### config.mk
export PLATFORM = sky130hd
export DESIGN_NAME = lome_ram
export DESIGN_NICKNAME = d
export VERILOG_FILES = /design/src/sv/lome_ram.sv
export SDC_FILE = /design/constraint.sdc
export NUM_CORES = 1
export LEC_CHECK = 0
export ABC_AREA = 0
export BUFFER_PORTS_ARGS = -buffer_cell sky130_fd_sc_hd__buf_2
export CAP_MARGIN = 20
export CORE_UTILIZATION = 55
export DETAILED_ROUTE_END_ITERATION = 6
export HOLD_SLACK_MARGIN = 0.02
export MAX_ROUTING_LAYER = met4
export PLACE_DENSITY = 0.82
export SKIP_LAST_GASP = 1
export SLEW_MARGIN = 20
export SYNTH_ARGS = -nofsm -noshare
export SYNTH_HDL_FRONTEND = slang
export SYNTH_SLANG_ARGS = --single-unit
### constraint.sdc
create_clock -name i_clk -period 2 [get_ports i_clk]
set_input_delay 0.2 -clock i_clk [delete_from_list [all_inputs] [get_ports i_clk]]
set_output_delay 0.2 -clock i_clk [all_outputs]
set_load 0.05 [all_outputs]
### src/sv/lome_ram.sv
// Generic single write port, single read port RAM with registered read.
`default_nettype none
module lome_ram #(
    parameter int WIDTH = 8,
    parameter int DEPTH = 16
) (
    input  wire logic                     i_clk,
    input  wire logic                     i_we,
    input  wire logic [$clog2(DEPTH)-1:0] i_waddr,
    input  wire logic [WIDTH-1:0]         i_wdata,
    input  wire logic [$clog2(DEPTH)-1:0] i_raddr,
    output logic      [WIDTH-1:0]         o_rdata
);
    logic [WIDTH-1:0] r_mem [DEPTH];

    always_ff @(posedge i_clk) begin
        if (i_we) begin
            r_mem[i_waddr] <= i_wdata;
        end
        o_rdata <= r_mem[i_raddr];
    end
endmodule
`default_nettype wire

==> results <==
- The worst-case hold path end point is r_mem[1][2].
- The final number of hold-violating endpoints was 0.
- The part of the cycle the worst path needs is 0.677.
- The wire-length estimate of the detail-placed layout is 5840 um.
- Ranked by instance count, the synthesized netlist is headed by edfxtp_1, mux4_2, a22oi_1.
- In this run the critical register-to-register path is captured at o_rdata[5].
- The fraction of final layout cells with drive strength greater than 1 is 0.315.
- The post-CTS resize count is 0.
- In this run the tightest slew margin relative to its limit is 0.605.
- The tightest hold path in the finished design has a slack of 67.5 ps.
- The die is 98.7 um tall.
- The number of antenna diodes in the final layout is 0.
- The top-level I/O count is 26.
- The count of antenna-violating nets left after detailed routing is 0.
- The internal portion of the total power is 0.00510 W.
- The final critical-path required period is 1350 ps.
- Data arrives at the worst endpoint at 1750 ps.
- The element type at the critical path end is a register.
- The critical path goes through mux4_1, a22oi_1, nand2_1.
- The slowest cell on the critical path is mux4_1.
- The first-pass GRT wire length is 14600 um.
- The total chip power is 0.00644 W.
- The final estimated routing congestion in global placement is 0.741.
- The CTS tree is done.
- The number of instances in the synthesized netlist is 229.
- The remaining global-route overflow is 0.
- The number of antenna violations at the first check in global routing is 0.
- The number of cells on the worst reg-to-reg path is 3.
- The kind of start point of the critical path is a register.
- The detail-routed via count per cell is 5.97.
- The number of buffers created by CTS is 17.
- The maximum fanout count along the critical path is 1.
- The worst clock skew on the final layout is 4.86 ps.
- The share of power burned in combinational logic is 0.055.
- The maximum number of pins on one net before global-route repair is 33.
- The number of hold buffers added after CTS was 0.
- Excluding fillers, the count of instances in the completed layout stands at 403.
- The CTS H-tree depth is 4.
- In this run the clock root is driven by a clkbuf_8.
- Yosys attributes the largest share of cell area to edfxtp_1, mux4_2, mux4_1.
- The total nets after synthesis is 247.
- edfxtp_1 takes more of the synthesized area than any other cell.
- After synthesis the netlist holds a flip-flop and latch count of 136.
- Counting instances, the worst hold path has a depth of 1.
- The later-pin clock latency in the skew report is 510 ps.
- For this run, the share of the core covered by cells in the final layout is 0.681.
- The combined global-route utilization of all metal layers is 0.224.
- At the pin with the least slew margin, the transition time is 590 ps.
- In this run the cell area of the synthesized design comes to 5150 um2.
- The pre-antenna-repair detailed-routing pass consisted of 4 iterations.
- The most used standard cell by instance count after synthesis is edfxtp_1.
- The class of the tightest hold or removal check is input port to register.
- The placeable core area is 8890 um2.
- The post-route setup TNS is 0 ps.
- The worst voltage drop across the vdd grid is 0.000487 V.
- Relative to the synthesized area, the layout overhead comes to 17.5%.
- Counting flops with a built-in enable in the synthesized netlist gives 128.
- The count of buffers from port buffering is 25.
- The count of unresolved DRC violations after routing is 0.
- The post-synthesis area per instance is 22.5 um2.
- The number of placed cells counting well taps is 371.
- The routed design has 9320 um of wire.
- The total number of nets in the final design is 300.
- The initial utilization of the core area, before any placement, comes to 0.579.
- In the final routed layout, each cell accounts on average for 23.1 um.
- In this run the power density over the cells is 1060 nW/um2.
- The number of different library cells used by synthesis comes to 19.
- The power share of the clock group is 0.448.
- The number of max-cap violations is 0.
- The delay of the slowest cell on the worst path is 490 ps.
- The die covers 9750 um2.
- The launch instance of the worst min-delay path is i_wdata[2].
- The final-report max-slew violation count was 0.
- During synthesis, Yosys emitted a total of 0 warnings.
- The floorplan step set the die width to 98.7 um.
- The number of global-route vias before repair is 2513.
- The critical path is of the register to register type.
- The worst register-to-register path begins at r_mem[3][5].
- The clock passes through at most 2 buffers.
- The sequential share of power is 0.498.
- The flow ran to the end, and the final reports show no timing, DRC or antenna violations.
- The total leakage power is 2.07 nW.
- The sequential fraction of the synthesis area is 0.778.
- The clock drives 136 sinks.
- The total vias in the final route is 2407.
- The floorplan has 34 rows.
- Once the clock tree was built, the setup fixing pass inserted 0 buffers.
- The count of endpoints failing setup in the final report is 0.
- The share of synthesized area in the top cell type comes to 0.747.
- In this run the register-to-register setup slack is 650 ps.
- The switching share of power is 0.207.
- The number of design-rule violations left by the first detailed-router iteration is 208.
- The switching component of the power is 0.00134 W.
- Clock-pin slew was measured on the worst setup and hold paths at 60 ps.
- Setup repair after global routing left no endpoint under its margin.
- The top flip-flop cell by instance count after synthesis is edfxtp_1.
- In the synthesized netlist the async set-or-reset flop fraction comes to 0.
- Timing would allow up to 738 MHz.
- For the worst setup path, the data required time is 2390 ps.
==> power groups by stage <==
stage | sequential [W] | combinational, W | clock (W)
after global routing | 0.00321 | 0.000378 | 0.00307
after floorplan | 0.00333 | 0.000162 | 0
final | 0.00320 | 0.000353 | 0.00288
after CTS | 0.00321 | 0.000357 | 0.00293
after detailed placement | 0.00326 | 0.000355 | 0
after global placement | 0.00326 | 0.000345 | 0
==> placed cells by master, fill, tap and decap left out, types with 4 or more instances in the layout <==
cell type | synthesis | final
a22oi_1 | 16 | 16
buf_2 | 3 | 25
buf_4 | 1 | 17
clkbuf_16 | 0 | 16
clkinv_2 | 0 | 4
clkinvlp_4 | 0 | 5
dfxtp_1 | 8 | 8
edfxtp_1 | 128 | 128
mux4_1 | 14 | 14
mux4_2 | 18 | 18
nand2_1 | 9 | 9
nor2_1 | 13 | 13
nor3_1 | 4 | 4
==> flip-flops by register name, indices dropped and copies added, names as in the netlist <==
signal,count
r_mem,128
o_rdata,8
==> routing by layer <==
| layer | wire [um] | global-route usage | share of wire | vias to the layer above |
|---|---|---|---|---|
| met5 | 0 | - | 0 | - |
| met1 | 3710 | 0.293 | 0.40 | 1222 |
| met3 | 702 | 0.0511 | 0.075 | 11 |
| met2 | 4800 | 0.343 | 0.52 | 96 |
| met4 | 111 | 0.0964 | 0.012 | 0 |
| li1 | - | - | - | 1078 |
==> cells by family (layout without fill, tap and decap cells) <==
logic type      after synthesis  after routing  share of synthesized area
compound gates               16             16                     0.0233
buf+inv                      10             76                     0.0168
flops                       136            136                      0.778
mux                          32             32                      0.150
simple gates                 35             35                     0.0318
==> worst max-delay path by stage <==
stage	start	end	slack [ps]	depth (start not counted)
floorplan	i_waddr[2]	r_mem[0][0]	310	2
global placement	i_raddr[0]	o_rdata[5]	370	5
detailed placement	i_raddr[0]	o_rdata[5]	350	5
CTS	o_rdata[7]	o_rdata[7]	620	1
global route	r_mem[1][2]	o_rdata[2]	590	3
finish	r_mem[3][5]	o_rdata[5]	650	3
==> metrics by stage <==
stage	setup WS [ps]	area (um2)
after floorplan	307	5150
after global placement	373	5490
after detailed placement	353	5490
after CTS	619	6050
after global routing	589	6050
final	646	6050
==> cell type report <==
cell class	instances	area, um2
Timing Repair Buffer	44	293
Sequential cell	136	4000
Multi-Input combinational cell	83	1060
Tap cell	108	135
Fill cell	542	2840
Clock buffer	19	432
Clock inverter	13	130
==> critical path: cells and delay by family, from the launching register on <==
kind,cells,cell delay (ps)
AOI/OAI and AO/OA,1,300
muxes,1,490
DFF,1,380
and+or+nand+nor,1,80
Power figures use the tool's default switching activity.
